==> config.mk <==
export PLATFORM = sky130hd
export DESIGN_NAME = qsve_div
export DESIGN_NICKNAME = d
export VERILOG_FILES = /design/src/sv/qsve_pkg.sv /design/src/sv/qsve_div.sv
export SDC_FILE = /design/constraint.sdc
export NUM_CORES = 1
export LEC_CHECK = 0
export BUFFER_PORTS_ARGS = -buffer_cell sky130_fd_sc_hd__buf_2
export CORE_ASPECT_RATIO = 2
export CORE_MARGIN = 5
export CORE_UTILIZATION = 60
export DETAILED_ROUTE_END_ITERATION = 10
export PLACE_DENSITY = 0.87
export SYNTH_ARGS = -nofsm -noshare
export SYNTH_HDL_FRONTEND = slang
export SYNTH_SLANG_ARGS = --single-unit
==> constraint.sdc <==
create_clock -name clk -period 9.2 [get_ports clk]
set_input_delay 0.46 -clock clk [delete_from_list [all_inputs] [get_ports clk]]
set_output_delay 0.46 -clock clk [all_outputs]
set_load 0.005 [all_outputs]
==> src/sv/qsve_pkg.sv <==
`timescale 1ns / 1ps

package qsve_pkg;

  // defaults for the top level parameters
  localparam int MAX_QUBITS_DEF = 10;
  localparam int AMP_WIDTH_DEF  = 18;

  // fixed field widths
  localparam int COEF_W = 18;
  localparam int RND_W  = 16;
  localparam int OUT_W  = 10;
  localparam int QIDX_W = 4;

  // probability sums and their square root
  localparam int PSUM_W = 64;
  localparam int ROOT_W = 32;

  typedef enum logic [2:0] {
    CMD_GATE = 3'd0,
    CMD_CNOT = 3'd1,
    CMD_MEAS = 3'd2,
    CMD_MALL = 3'd3,
    CMD_INIT = 3'd4
  } cmd_t;

endpackage

==> src/sv/qsve_div.sv <==
`timescale 1ns / 1ps

// restoring divider, one quotient bit per cycle
module qsve_div (
  input  logic                         clk,
  input  logic                         rst,
  input  logic                         go,
  input  logic [qsve_pkg::PSUM_W-1:0]  dividend,
  input  logic [qsve_pkg::ROOT_W-1:0]  divisor,
  output logic                         done,
  output logic [qsve_pkg::PSUM_W-1:0]  quotient
);

  localparam int DW = qsve_pkg::PSUM_W;
  localparam int SW = qsve_pkg::ROOT_W;
  localparam int CNT_W = $clog2(DW + 1);

  logic [SW-1:0]    rem;
  logic [SW-1:0]    dsr;
  logic [CNT_W-1:0] cnt;
  logic             run;
  logic [SW:0]      trial;
  logic             fits;

  assign trial = {rem, quotient[DW-1]};
  assign fits  = trial >= {1'b0, dsr};

  always_ff @(posedge clk) begin
    if (rst) begin
      run  <= 1'b0;
      done <= 1'b0;
    end else begin
      done <= 1'b0;
      if (go) begin
        rem      <= '0;
        dsr      <= divisor;
        quotient <= dividend;
        cnt      <= '0;
        run      <= 1'b1;
      end else if (run) begin
        // dividend bits shift out on top, quotient bits in at the bottom
        if (fits) begin
          rem <= SW'(trial - {1'b0, dsr});
        end else begin
          rem <= trial[SW-1:0];
        end
        quotient <= {quotient[DW-2:0], fits};
        cnt      <= cnt + CNT_W'(1);
        if (cnt == CNT_W'(DW - 1)) begin
          run  <= 1'b0;
          done <= 1'b1;
        end
      end
    end
  end

endmodule

Word-level counts from Yosys, hierarchy flattened
Cells that the tools add are included.

storage, ports and cells
  register bits after elaboration = 137
  bits of input ports = 99
  word-level logic and storage cells = 25

operators by class
  add/sub/neg operators = 2
  order comparisons = 1
  equal/unequal tests = 1
  mux-type cells = 9
  bitwise operators = 2
  reductions and logical operators = 4

operator list
  operator             number
  $mux 64              2
  $mux 32              2
  $ge 33x32->1         1
  $sub 32x32->32       1
  $add 7x1->7 const B  1
  $eq 7x6->1 const B   1
  $mux 7               1
  $mux 1               4
  $reduce_and 2->1     2
  $reduce_or 3->1      1
  $not 1->1            2
  $reduce_bool 2->1    1

Depth between registers and ports, before layout
  depth in word-level cells = 4
  gate-level depth with buffers = 13

Least setup slack after synthesis
Ideal clock, no wire load.

  kind = input-to-reg
  from = input port go
  to = register cnt[0], enable pin
  library setup time = 0.567 ns
  arrival = 5.297 ns
  required time = 8.633 ns
  setup slack = 3.336 ns
  stages = 4
  buffers on the path = 2
  path through = clkbuf_1 > clkbuf_1 > nor2_1 > nor2_1

between the ends
  cells in the longest elaborated chain, start to end = 2

RTL lines
  what                         RTL line        RTL
  start: declaration           qsve_div.sv:7   input logic go,
  $reduce_bool 2->1 (no line)  n/a
  $reduce_and 2->1 (no line)   n/a
  end signal: assignment       qsve_div.sv:48  cnt <= cnt + CNT_W'(1);
  end: declaration             qsve_div.sv:20  logic [CNT_W-1:0] cnt;

No other way between the ends.
A chain may end at the register's enable or synchronous reset.

Worst setup path in the final report
  from = register rem[25]
  to = register quotient[0] (netlist bit), data pin

between the ends
  cells in the longest elaborated chain, start to end = 3

RTL lines
  what                      RTL line        RTL
  start: declaration        qsve_div.sv:18  logic [SW-1:0] rem;
  start signal: assignment  qsve_div.sv:43  rem <= SW'(trial - {1'b0, dsr});
  start signal: assignment  qsve_div.sv:45  rem <= trial[SW-1:0];
  $ge 33x32->1              qsve_div.sv:26  assign fits = trial >= {1'b0, dsr};
  $mux 64                   qsve_div.sv:40  end else if (run) begin
  $mux 64                   qsve_div.sv:34  if (go) begin
  end signal: assignment    qsve_div.sv:37  quotient <= dividend;
  end signal: assignment    qsve_div.sv:47  quotient <= {quotient[DW-2:0], fits};
  end: declaration          qsve_div.sv:11  output logic [qsve_pkg::PSUM_W-1:0] quotient

No other way between the ends. The select of a mux whose other input is x is not followed.

==> impl_metrics.csv <==
group,metric,value,unit
drt,routed_wl,21.46,mm
grt,grt_pass1_wl,33.03,mm
sta,fin_skew,8.562,ps
sta,fmax,243.4,MHz
sta,drv_slew,0,
finish,final_core_util,72.82,%
clock_network,path_clk_slew,70,ps
yosys,syn_area,7656,µm²
clock_network,cts.hold.buffers_added,0,
drt,wl_met1,6.993,mm
finish,drive_gt1_share,34.18,%
sta,slew_headroom,21.93,%
critical_path,critPathMaxStageDelay,950,ps
floorplanning,die_x,89.88,µm
hold_path,hold_class,"input port to register",
floorplanning,die_h,169.8,µm
clock_network,worstSkewPairLatency,430,ps
critical_path,start_kind,"register",
floorplanning,core,12550,µm²
drt,drt_first_pass_iters,7,
drt,drt_iter0_drc,601,
placed_design,gp_congestion,0.9895,
finish,insertedDiodeCount,0,
clock_network,clock_path_buffers,2,
clock_network,cts_buffers,17,
yosys,synthCells,657,
drt,num_vias,6160,
drt,drc_errors,0,
sta,worst_pin_slew,1168,ps
yosys,synth_cell_types,58,
yosys,synth_top_area_share,52.95,%
pwr,powerDensity,203.2,nW/µm²
clock_network,cts_tree,"done",
critical_path,path_class,"register to register",
yosys,ys_seq_area_share,53.47,%
placed_design,hpwl,15.35,mm
critical_path,cp.arrival,4280,ps
floorplanning,ios,164,
floorplanning,num_rows,58,
pwr,p_leak,3.696,nW
finish,nets,945,
grt,antenna_found_initial,0,
grt,grt_util_all_layers,27.59,%
sta,hold_viol_final,0,
critical_path,path_common_cell,"a21o_1",
drt,top_layer,"met4",
status,status,"complete, no violations",
drt,drtAntennaViolNets,0,
flow_run,maxCapViolations,0,
pwr,power,1.858,mW
clock_network,ctsRootBufferMaster,"clkbuf_16",
sta,fin_crit,4109,ps
finish,areaGrowthSynthToFinish,19.41,%
placed_design,post-place-cells,943,
sta,tns,0,ps
clock_network,post_cts.repair.setup_buffers,0,
yosys,yosys_warnings,0,
sta,grt_setup_unrepaired,"no",
yosys,yosysTopAreaCell,"edfxtp_1",
drt,wire_per_inst,22.01,µm
yosys,async_flop_share,0,%
critical_path,cp.required,9370,ps
sta,finalSetupViolations,0,
critical_path,cp_slowest_cell,"and3_1",
pwr,vdd_drop_max,0.1766,mV
finish,instances_no_fill,975,
critical_path,critPathMaxFanout,25,
clock_network,post_cts_resized,0,
drt,wl_met3,1.648,mm
drt,viasPerCell,6.318,
yosys,synth-edff-count,135,
floorplanning,start_util,60.98,%
critical_path,crit_family,"simple AND/OR/NAND/NOR gates",
clock_network,clock-sinks,137,
yosys,syn-mean-instance-area,11.65,µm²
yosys,synth_area_leaders,"edfxtp_1 53%, mux2_2 9.4%, ha_1 5.4%, a21oi_1 3.5%, nand3_1 2.5%",
placed_design,io_buffer_count,163,
drt,met2_length,11.65,mm
grt,grt_pass1_vias,6494,
grt,grt_max_degree,67,
floorplanning,die_area,15260,µm²
sta,timing.final.crit_share,44.66,%
critical_path,path_cells,"ha_1 -> a21o_1 -> a21o_1 -> a21oi_1 -> nor2_1 -> o21ai_1 -> and3_1 -> nand2_1 -> mux2_2",
grt,gr-total-overflow,0,
clock_network,h-tree-depth,4,
yosys,syn_nets,790,
yosys,synth_ff_type,"edfxtp_1",
yosys,synth-seq-cells,137,
critical_path,cp.buffers_inverters,0,
critical_path,cp-end-kind,"register",
-- worst paths after layout --
check,end,cells past startpoint,slack (ps),start
setup / recovery,quotient[0],9,5090,rem[25]
hold / removal,dsr[24],1,200,divisor[24]
setup reg to reg,quotient[0],9,5090,rem[25]
hold reg to reg,done,1,510,run
-- synth_stat cells, types with 4 or more instances --
library cell,number
edfxtp_1,135
mux2_2,64
a21oi_1,53
inv_1,40
nand3_1,39
o21ai_0,35
ha_1,33
nand2_1,31
nor2_1,29
a21o_1,16
clkbuf_1,12
nor3_1,12
xnor2_1,12
buf_2,10
xor2_1,10
a211oi_1,8
a211oi_2,8
o21a_1,8
or3_1,8
buf_1,7
and3_1,6
nand4_1,6
a31oi_1,5
nor2b_1,5
o2111ai_1,5
o211ai_1,5
o21ai_1,5
o22ai_1,4
-- per-stage QoR --
step                      setup WS (ps)  area, µm²  hold slack [ps]
after floorplan                    3336       7656            460.0
after global placement             5256       8562            479.8
after detailed placement           5193       8562            491.8
after global routing               4918       9143            193.8
after CTS                          5143       9143            200.6
final                              5091       9143            204.1
-- worst reg2reg max path, stage by stage (launching register included) --
cell	delay (ps)
edfxtp_1	400
ha_1	390
a21o_1	240
a21o_1	180
a21oi_1	260
nor2_1	70
o21ai_1	160
and3_1	950
nand2_1	710
mux2_2	490
-- kinds of logic (layout without fill, tap and decap cells) --
kind of cell,count (synthesis),count (layout),synth area share (%)
fa+ha+maj,34,34,5.655
compound gates,172,172,14.82
buf+inv,72,240,3.889
mux,64,64,9.413
simple gates,156,156,10.23
flops,137,137,53.47
xor+xnor,22,22,2.517
-- final cells by class --
type	count	area [µm²]
Clock buffer	18	429.2
Clock inverter	14	151.4
Fill cell	837	3412
Inverter	40	150.1
Multi-Input combinational cell	448	3274
Sequential cell	137	4094
Tap cell	150	187.7
Timing Repair Buffer	168	855.8
-- placed cells by master (no fill, tap or decap), drive strengths merged, types with 3 or more instances in the layout --
master,count
inv,48
o22ai,4
a211oi,16
buf,168
o21ai,41
edfxtp,135
a21oi,55
mux2,64
xor2,10
o2111ai,5
o31ai,3
nand3,39
xnor2,12
clkinv,5
nand2b,3
and3,6
nor2b,5
o211ai,5
nor2,31
a21o,16
o21a,8
a31oi,5
nor3,12
clkbuf,18
nand4,7
or3,8
ha,33
and4,3
and2,3
nand2,31
-- power by group --
| group | switching [mW] | internal [mW] |
|---|---|---|
| registers | 0.0258 | 0.750 |
| logic | 0.237 | 0.163 |
| clock network | 0.298 | 0.384 |
| total | 0.561 | 1.30 |
-- state kept, by name, indices dropped and copies added (netlist names) --
| register | flops |
|---|---|
| cnt | 7 |
| run | 1 |
| quotient | 64 |
| rem | 32 |
| done | 1 |
| dsr | 32 |
-- metal layers --
layer  GRT usage, %  vias up
li1               -     2805
met1          27.04     2920
met2          51.91      351
met3          7.143       84
met4          14.78        0
met5              0        -
No activity file was read; power rests on OpenSTA's default activity.
