`config.mk`:
```
export PLATFORM = sky130hd
export DESIGN_NAME = qsve_isqrt
export DESIGN_NICKNAME = d
export VERILOG_FILES = /design/src/sv/qsve_pkg.sv /design/src/sv/qsve_isqrt.sv
export SDC_FILE = /design/constraint.sdc
export NUM_CORES = 1
export LEC_CHECK = 0
export BUFFER_PORTS_ARGS = -buffer_cell sky130_fd_sc_hd__buf_2
export CAP_MARGIN = 20
export CORE_MARGIN = 10
export CORE_UTILIZATION = 64
export CTS_BUF_LIST = sky130_fd_sc_hd__clkbuf_4
export DETAILED_ROUTE_END_ITERATION = 12
export HOLD_SLACK_MARGIN = 0.05
export PLACE_DENSITY = 0.95
export REMOVE_ABC_BUFFERS = 1
export SYNTH_ARGS = -nofsm -noshare
export SYNTH_HDL_FRONTEND = slang
export SYNTH_SLANG_ARGS = --single-unit
```
`constraint.sdc`:
```
create_clock -name clk -period 13.4 [get_ports clk]
set_input_delay 0.67 -clock clk [delete_from_list [all_inputs] [get_ports clk]]
set_output_delay 0.67 -clock clk [all_outputs]
set_load 0.02 [all_outputs]
```
`src/sv/qsve_pkg.sv`:
```
`timescale 1ns / 1ps

package qsve_pkg;

  // defaults for the top level parameters
  localparam int MAX_QUBITS_DEF = 10;
  localparam int AMP_WIDTH_DEF  = 18;

  // fixed field widths
  localparam int COEF_W = 18;
  localparam int RND_W  = 16;
  localparam int OUT_W  = 10;
  localparam int QIDX_W = 4;

  // probability sums and their square root
  localparam int PSUM_W = 64;
  localparam int ROOT_W = 32;

  typedef enum logic [2:0] {
    CMD_GATE = 3'd0,
    CMD_CNOT = 3'd1,
    CMD_MEAS = 3'd2,
    CMD_MALL = 3'd3,
    CMD_INIT = 3'd4
  } cmd_t;

endpackage

```
`src/sv/qsve_isqrt.sv`:
```
`timescale 1ns / 1ps

// bit pair square root, one result bit per cycle
module qsve_isqrt (
  input  logic                         clk,
  input  logic                         rst,
  input  logic                         go,
  input  logic [qsve_pkg::PSUM_W-1:0]  radicand,
  output logic                         done,
  output logic [qsve_pkg::ROOT_W-1:0]  root
);

  localparam int W = qsve_pkg::PSUM_W;
  localparam logic [W-1:0] B_INIT = W'(1) << (W - 2);

  logic [W-1:0] x;
  logic [W-1:0] r;
  logic [W-1:0] b;
  logic         run;
  logic [W-1:0] rb;

  assign rb   = r + b;
  assign root = r[qsve_pkg::ROOT_W-1:0];

  // one trial subtract per cycle
  always_ff @(posedge clk) begin
    if (rst) begin
      run  <= 1'b0;
      done <= 1'b0;
    end else begin
      done <= 1'b0;
      if (go) begin
        x   <= radicand;
        r   <= '0;
        b   <= B_INIT;
        run <= 1'b1;
      end else if (run) begin
        if (x >= rb) begin
          x <= x - rb;
          r <= (r >> 1) + b;
        end else begin
          r <= r >> 1;
        end
        b <= b >> 2;
        if (b == W'(1)) begin
          run  <= 1'b0;
          done <= 1'b1;
        end
      end
    end
  end

endmodule

```
# Word level (Yosys, flattened, before mapping)
# Index checks and enable logic that the tools add are counted.
[totals]
register_bits = 162
inputBits = 67
output_inout_bits = 33
word_cells = 27
[classes]
add_sub_neg = 3
order_cmp = 1
n_eq_ne = 1
n_mux = 10
bitwise = 2
reduce_logical = 5
[ops]
columns = ["operator", "count"]
rows = [
  ["$mux W64", 5],
  ["$add A63 B63 Y64", 1],
  ["$add A64 B63 Y64", 1],
  ["$ge A64 B64 Y1", 1],
  ["$sub A64 B64 Y64", 1],
  ["$mux W63", 1],
  ["$eq A32 B1 Y1 const B", 1],
  ["$mux W1", 4],
  ["$reduce_bool A2 Y1", 2],
  ["$reduce_and A3 Y1", 1],
  ["$reduce_or A3 Y1", 1],
  ["$not A1 Y1", 2],
  ["$reduce_and A2 Y1", 1],
]

# Longest topological paths before layout
# Gate-level depths: netlist of run 1.
[logic_depth]
depth_word = 5
depth_mapped = 27
ltp_nobuf = 25

# Worst setup path before layout of run 1
# OpenSTA, ideal clock, no wires.
[synth_timing]
path_kind = "input-to-reg"
from = "input go"
to = "register x[0], enable pin"
setup_time_ns = 0.584
arrival_ns = 10.211
t_required_ns = 12.816
path_slack_ns = 2.605
path_stages = 5
path_buffers = 2
cell_sequence = "clkbuf_1 -> clkbuf_1 -> nor2_1 -> nor2_1 -> a21boi_0"
[synth_between]
elab_chain_cells = 2
elab_cells_between_ends = 3
classes_between = "3 x reduce/logical"
[synth_lines]
columns = ["item", "line_no", "source"]
rows = [
  ["start: declaration", "qsve_isqrt.sv:7", "input logic go,"],
  ["$reduce_bool A2 Y1 (no source line)", "-", ""],
  ["$reduce_and A3 Y1 (no source line) (*)", "-", ""],
  ["end signal: assignment", "qsve_isqrt.sv:33", "x <= radicand;"],
  ["end signal: assignment", "qsve_isqrt.sv:39", "x <= x - rb;"],
  ["end: declaration", "qsve_isqrt.sv:16", "logic [W-1:0] x;"],
]
# Every way passes the cells marked *; elsewhere a longest branch is shown, timed or not.
# A chain may end at the register's enable or synchronous reset.

# Worst setup path in the final report of run 1
[layout_timing]
from = "register r[2]"
to = "register r[55] (data pin)"
[layout_between]
elab_chain_cells = 4
elab_cells_between_ends = 5
classes_between = "2 x add/sub; 1 x order compare; 2 x mux"
[layout_lines]
columns = ["item", "line_no", "source"]
rows = [
  ["start: declaration", "qsve_isqrt.sv:17", "logic [W-1:0] r;"],
  ["start signal: assignment", "qsve_isqrt.sv:40", "r <= (r >> 1) + b;"],
  ["start signal: assignment", "qsve_isqrt.sv:42", "r <= r >> 1;"],
  ["$add A64 B63 Y64", "qsve_isqrt.sv:22", "assign rb = r + b;"],
  ["$ge A64 B64 Y1", "qsve_isqrt.sv:38", "if (x >= rb) begin"],
  ["$mux W64 (*)", "qsve_isqrt.sv:38", ""],
  ["$mux W64 (*)", "qsve_isqrt.sv:37", "end else if (run) begin"],
]
# Every way passes the cells marked *; elsewhere a longest branch is shown, timed or not. The select of a mux whose other input is x is not followed.

==> metrics.md, run 1 <==
| Metric | Value |
|---|---|
| Status | complete, no violations |
| CTS max path bufs | 2 |
| Worst VDD drop | about 66 µV |
| First-pass GRT wire length | approximately 67000 µm |
| 1st-iter DRT viols | approximately 1900 |
| Antenna Violating Nets Remaining | 0 |
| Initial antenna violation count | 1 |
| RSZ-0062 raised after global routing | false |
| Number of setup violations in the final report | 0 |
| Core Footprint | roughly 23000 µm² |
| Ratio of cells with drive above 1 in the final layout | between 10% and 20% |
| CTS resizes | 0 |
| Final max-slew violation count | 0 |
| Tot GR Track Use | 26.9% |
| Hold Buf Count CTS | 0 |
| Core Rows | between 50 and 60 |
| Post-synthesis xor/xnor area fraction | under 10% |
| Buffers added on ports | slightly below 100 |
| Die X | roughly 170 µm |
| Tmin final | roughly 7.2 ns |
| Max FO, Critical Path | between 50 and 60 |
| Post-synth EDFFs | 160 |
| Pwr Density | about 140 nW/µm² |
| Grt ovf | 0 |
| FF+latch count, synth | between 150 and 200 |
| Dpl hpwl | about 32000 µm |
| Vias in the first global route | 13000 |
| Wire length per cell | roughly 20 µm |
| Syn avg cell area | 8.67 µm² |
| Worst hold path cell count | 2 |
| Total Power | ~0.0022 W |
| CP Launch Type | flop |
| Main flop type after synthesis | edfxtp_1 |
| Setup Slack @ Placement | 6.43 ns |
| Worst-path clk slew | about 0.19 ns |
| Commonest non-fill, non-tap cells in the layout | 181 x nand2_1, 160 x edfxtp_1, 159 x o21ai_0 |
| Vias/cell | 6.63 |
| Max Clock Freq | 140 MHz |
| Worst Hold Class | input pin to flop |
| Crit path DAT | around 7.6 ns |
| Yosys cell types | 81 |
| Yosys Warn Count | 0 |
| Sink Count | ~160 |
| Final Wtd Congestion | between 0.9 and 1 |
| Mux share of post-synthesis cell area | less than 1% |
| Post-CTS Setup Inserts | 0 |
| Register area share after synthesis | around 32% |
| Die Y | between 150 and 200 µm |
| H-tree depth | 4 |
| Worst Path Required | 13.79 ns |
| Worst Tran Pin Value | approximately 0.94 ns |
| Switch share | 45.7% |
| Post-Synthesis Cells | around 1700 |
| Final WL | approximately 42000 µm |
| Flop pwr share | 33.6% |
| Placed cells | slightly above 2000 |
| Largest net degree at the start of global routing | between 90 and 100 |
| CP Capture Type | flop |
| Final worst path period share | 53.5% |
| Fill cells | 1848 |
| Largest family of logic cells by synthesized area | compound AO/OA/AOI/OAI gates |
| Worst reg-to-reg path cell count | 23 |
| Nets | 1956 |
| FF-to-FF setup slack | 6.23 ns |
| P_leak | around 6.0 nW |
| Most common cell after layout, fill and taps aside | nand2_1 |
| Reg-to-reg endpoint | r[55] |
| Switch Pwr | 0.000987 W |
| Clock Latency Late Sink | 0.63 ns |
| Drt first pass iters | 10 |
| Post-synthesis simple-gate area fraction | 18.0% |
| Mapped Area | 15000 µm² |
| Slew headroom | a little under two fifths |
| Comb pwr share | roughly 52% |
| WHS | 0.262 ns |
| Worst R2R Start | r[2] |
| Final-report hold violation count | 0 |
| FFs w/ async S/R, synth | 0% |
| IO Count | 100 |
| Max-cap violations | 0 |
| CTS tree | done |
| Detailed-route DRC error count | 0 |
| Clk root buf | clkbuf_4 |
| Internal power | 0.00117 W |
| Synthesis-to-layout area growth | 4.99% |
| Fin cells | 2091 |
| Vias | between 10000 and 15000 |
| Setup_tns | 0 ns |
| Fin Clk Skew | between 0.03 and 0.04 ns |
| Hold endpoint | run |
| Clock power share | between 10% and 20% |
| Num CTS Buffers | 17 |
| Adder-Cell Fraction of Synth Area | roughly 11% |
| Compound-Gate Fraction of Synth Area | 24.0% |
| Initial Util | 64.6% |
| Setup WS post-layout | 6.23 ns |
| Min-delay src | rst |
| Die area | 30000 µm² |
| Kind of critical path | flop to flop |
==> cell families after synthesis <==
logic type | count (synthesis)
multiplexers | 9
AND/OR/NAND/NOR | 565
flip-flops | 162
AO/OA/AOI/OAI | 559
adder cells (fa/ha/maj) | 131
XOR/XNOR | 169
buffers and inverters | 140
==> synthesized netlist by cell type (all sizes together), types with 3 or more instances <==
library cell | instances | area, µm²
a2111oi | 3 | 45.1
a211o | 3 | 26.3
a211oi | 26 | 200
a21boi | 9 | 67.6
a21o | 45 | 338
a21oi | 122 | 622
a22oi | 4 | 30.0
a31o | 17 | 149
a31oi | 66 | 428
and2 | 16 | 100
and3 | 14 | 92.6
and3b | 3 | 26.3
and4 | 3 | 26.3
buf | 47 | 317
clkbuf | 55 | 206
edfxtp | 160 | 4800
ha | 130 | 1630
inv | 38 | 143
mux2 | 4 | 45.0
mux2i | 5 | 50.1
nand2 | 181 | 679
nand2b | 9 | 56.3
nand3 | 34 | 170
nand4 | 37 | 238
nor2 | 147 | 552
nor2b | 53 | 332
nor3 | 29 | 145
nor3b | 4 | 41.3
nor4 | 15 | 109
o2111ai | 4 | 35.0
o211ai | 8 | 73.8
o21a | 10 | 75.1
o21ai | 169 | 861
o21ba | 4 | 40.0
o21bai | 31 | 233
o31ai | 14 | 134
or2 | 5 | 31.3
or3 | 11 | 68.8
xnor2 | 87 | 762
xor2 | 82 | 718
==> area by class of cell <==
cell class / instances / area [µm²] / area share, %
Multi-Input combinational cell: 1433 / 9550 / 60.5
Sequential cell: 162 / 4840 / 30.7
Timing Repair Buffer: 106 / 554 / 3.51
Tap cell: 319 / 399 / 2.53
Clock inverter: 15 / 169 / 1.07
Inverter: 38 / 143 / 0.904
Clock buffer: 17 / 128 / 0.808
Antenna cell: 1 / 2.50 / 0.0159
==> state kept, by name (all words and copies together), names as in the netlist <==
name and flops:
r 64, run 1, x 64, b 32, done 1
==> critical path, stage by stage, from the launching register on <==
cell and delay (ns):
edfxtp_1 0.52, ha_1 0.36, a31o_2 0.23, a31oi_1 0.31
o21ai_0 0.29, a21oi_1 0.52, o21ai_0 0.31, a31oi_1 0.36
inv_1 0.10, a31oi_1 0.24, xor2_1 0.23, ha_1 0.34
a21o_1 0.20, o21bai_1 0.18, o21bai_1 0.22, a21o_1 0.18
a21oi_1 0.11, o32ai_1 0.11, buf_4 0.19, nor2_2 0.50
buf_4 0.42, inv_2 0.42, o21ai_0 0.22, mux2_2 0.35
==> routing by layer <==
layer	up-vias	routed length (µm)	global-route usage, %
met1	6344	17100	37.6
met2	900	18400	40.7
li1	6476	-	-
met3	134	4870	4.07
met4	0	1670	11.4
met5	-	0	0
==> how the worst max path moves through the flow <==
stage	cells past startpoint	slack (ns)	from	end
finish	23	6.23	r[2]	r[55]
global route	24	5.52	b[0]	r[55]
floorplan	21	2.95	r[2]	x[0]
CTS	23	6.38	r[2]	r[55]
detailed placement	23	6.43	r[2]	r[55]
global placement	23	6.70	r[2]	r[55]
==> stage by stage <==
step                instance area [µm²]  utilization, %
floorplan                         14500               -
global placement                  15500            66.6
detailed placement                15500            66.6
CTS                               15800            67.8
global route                      15800            67.9
finish                            15800            67.9
==> power by group through the flow <==
stage,Clock (W),Combinational (W),Sequential [W]
after global placement,0,0.00106,0.000725
after CTS,0.000313,0.00110,0.000719
after global routing,0.000331,0.00123,0.000728
after floorplan,0,0.000824,0.000719
after detailed placement,0,0.00109,0.000728
final,0.000310,0.00112,0.000724
(Power assumes the default switching activity.)
==> inputs of run 2 (changes only) <==
clock period = 7 ns   (was 13.4 ns; I/O delays follow)
==> metrics.md, run 2 (same netlist as run 1, synthesis figures left out) <==
| Metric | Value |
|---|---|
| Number of setup violations in the final report | 0 |
| Antenna Violating Nets Remaining | 0 |
| Wire length per cell | slightly above 20 µm |
| Final max-slew violation count | 0 |
| Worst hold path cell count | 3 |
| CTS max path bufs | 2 |
| Final WL | 43400 µm |
| Vias/cell | 6.61 |
| Synthesis-to-layout area growth | 8.95% |
| 1st-iter DRT viols | around 2200 |
| Worst-path clk slew | 0.18 ns |
| Status | complete, no violations |
| First-pass GRT wire length | between 60000 and 70000 µm |
| Most Crowded Layer GR | met2 |
| Worst VDD drop | 118 µV |
| Clk root buf | clkbuf_4 |
| Fill cells | roughly 1700 |
| Min-delay src | radicand[22] |
| Met3 usage | between 4 and 5% |
| Core Rows | 56 |
| RSZ-0062 raised after global routing | false |
| Ratio of cells with drive above 1 in the final layout | 10.7% |
| Die X | 173 µm |
| Sink Count | roughly 160 |
| Worst R2R Start | r[2] |
| Worst Hold Class | input pin to flop |
| Max Clock Freq | 151 MHz |
| Dpl hpwl | about 31000 µm |
| CP Capture Type | flop |
| Fin Clk Skew | about 0.034 ns |
| Final Wtd Congestion | a little over 1 |
| Commonest non-fill, non-tap cells in the layout | 181 x nand2_1, 160 x edfxtp_1, 159 x o21ai_0 |
| Vias in the first global route | between 10000 and 15000 |
| Detailed-route DRC error count | 0 |
| Post-Layout Inst Area | ~16000 µm² |
| Max-cap violations | 0 |
| Largest regs | r: 64 flops, x: 64 flops, b: 32 flops |
| Final worst path period share | roughly 94% |
| Tmin final | 6.61 ns |
| Drt first pass iters | 8 |
| Core Footprint | ~23000 µm² |
| Hold endpoint | x[22] |
| Tot GR Track Use | between 20% and 30% |
| Vias | 14200 |
| Setup WS post-layout | 0.393 ns |
| Initial antenna violation count | 3 |
| FF-to-FF setup slack | a little under 0.4 ns |
| Reg-to-reg endpoint | r[55] |
| Crit path DAT | about 7.0 ns |
| H-tree depth | 4 |
| Most common cell after layout, fill and taps aside | nand2_1 |
| Initial Util | between 60% and 70% |
| Worst Tran Pin Value | roughly 0.97 ns |
| Worst Path Required | 7.36 ns |
| GR Util met1 | between 30% and 40% |
| Nets | 2015 |
| Pwr Density | about 260 nW/µm² |
| Slew headroom | a little over a third |
| CP Launch Type | flop |
| Die area | 30000 µm² |
| Worst Setup SP | r[2] |
| IO Count | 100 |
| Clock Latency Late Sink | 0.62 ns |
| Global Route met2 Usage | a little over two fifths |
| Num CTS Buffers | 17 |
| WHS | ~0.066 ns |
| Setup Slack @ Placement | around 0.73 ns |
| Worst reg-to-reg path cell count | 24 |
| Grt ovf | 0 |
| CTS tree | done |
| P_leak | between 6 and 7 nW |
| Placed cell areas | between 15000 and 20000 µm² |
| Kind of critical path | flop to flop |
| Buffers added on ports | between 90 and 100 |
| Final-report hold violation count | 0 |
| Die Y | 173 µm |
| Largest net degree at the start of global routing | 102 |
| Max FO, Critical Path | 34 |
-- run 2: metrics by stage --
step,utilization [%],power [W],TNS [ns],cells
after global routing,70.4,0.00443,0,2152
final,70.4,0.00418,0,2154
after global placement,66.6,0.00342,0,2058
after floorplan,-,0.00295,-220.70,1633
after detailed placement,66.6,0.00348,0,2058
after CTS,70.3,0.00409,0,2148
-- run 2: worst max-delay path by stage --
stage / to / cells past startpoint
floorplan: x[0] / 21
global placement: x[54] / 24
detailed placement: r[55] / 24
CTS: r[55] / 24
global route: x[45] / 23
finish: r[55] / 24
-- run 2: cell type report --
type / count / area (µm²) / share of cell area, %
clock buffer: 17 / 128 / 0.779
inverter: 38 / 144 / 0.878
multi-input combinational: 1433 / 9550 / 58.3
timing repair buffer: 165 / 1160 / 7.07
antenna: 5 / 12.5 / 0.0764
sequential: 162 / 4840 / 29.6
tap: 319 / 399 / 2.44
clock inverter: 15 / 150 / 0.917
-- run 2: where the power goes --
part | switching [W] | internal (W) | total, W
Sequential | 0.000137 | 0.00125 | 0.00138
Combinational | 0.00135 | 0.000855 | 0.00220
Clock | 0.000405 | 0.000188 | 0.000593
-- run 2: worst max-delay path, stage by stage (launching register included) --
cell and delay (ns):
edfxtp_1 0.54, ha_1 0.37, a31o_2 0.24, a31oi_1 0.34
o21ai_0 0.29, a21oi_1 0.49, o2111ai_1 0.24, nand2_1 0.19
nor3_1 0.09, a21o_1 0.21, a31o_2 0.27, a31oi_1 0.22
xor2_1 0.19, ha_1 0.30, a21oi_1 0.20, o21bai_1 0.09
a21oi_1 0.23, o21ai_0 0.18, a21oi_1 0.15, o32ai_1 0.09
buf_4 0.20, nor2_2 0.13, clkinv_2 0.41, o21ai_0 0.29
mux2_2 0.37
-- run 2: what timing repair did --
item / 4_1_cts / 5_1_grt
setup endpoints to repair: 0 / 2
endpoints found under the hold margin: 58 / 1
resized for setup: 0 / 1
buffers inserted: 0 / 0
hold buffers: 58 / 1
-- run 2: per-layer routing --
layer	vias to the layer above	wire (µm)
met5	-	0
met4	0	1540
met3	145	4750
met2	961	19200
met1	6552	17900
li1	6583	-
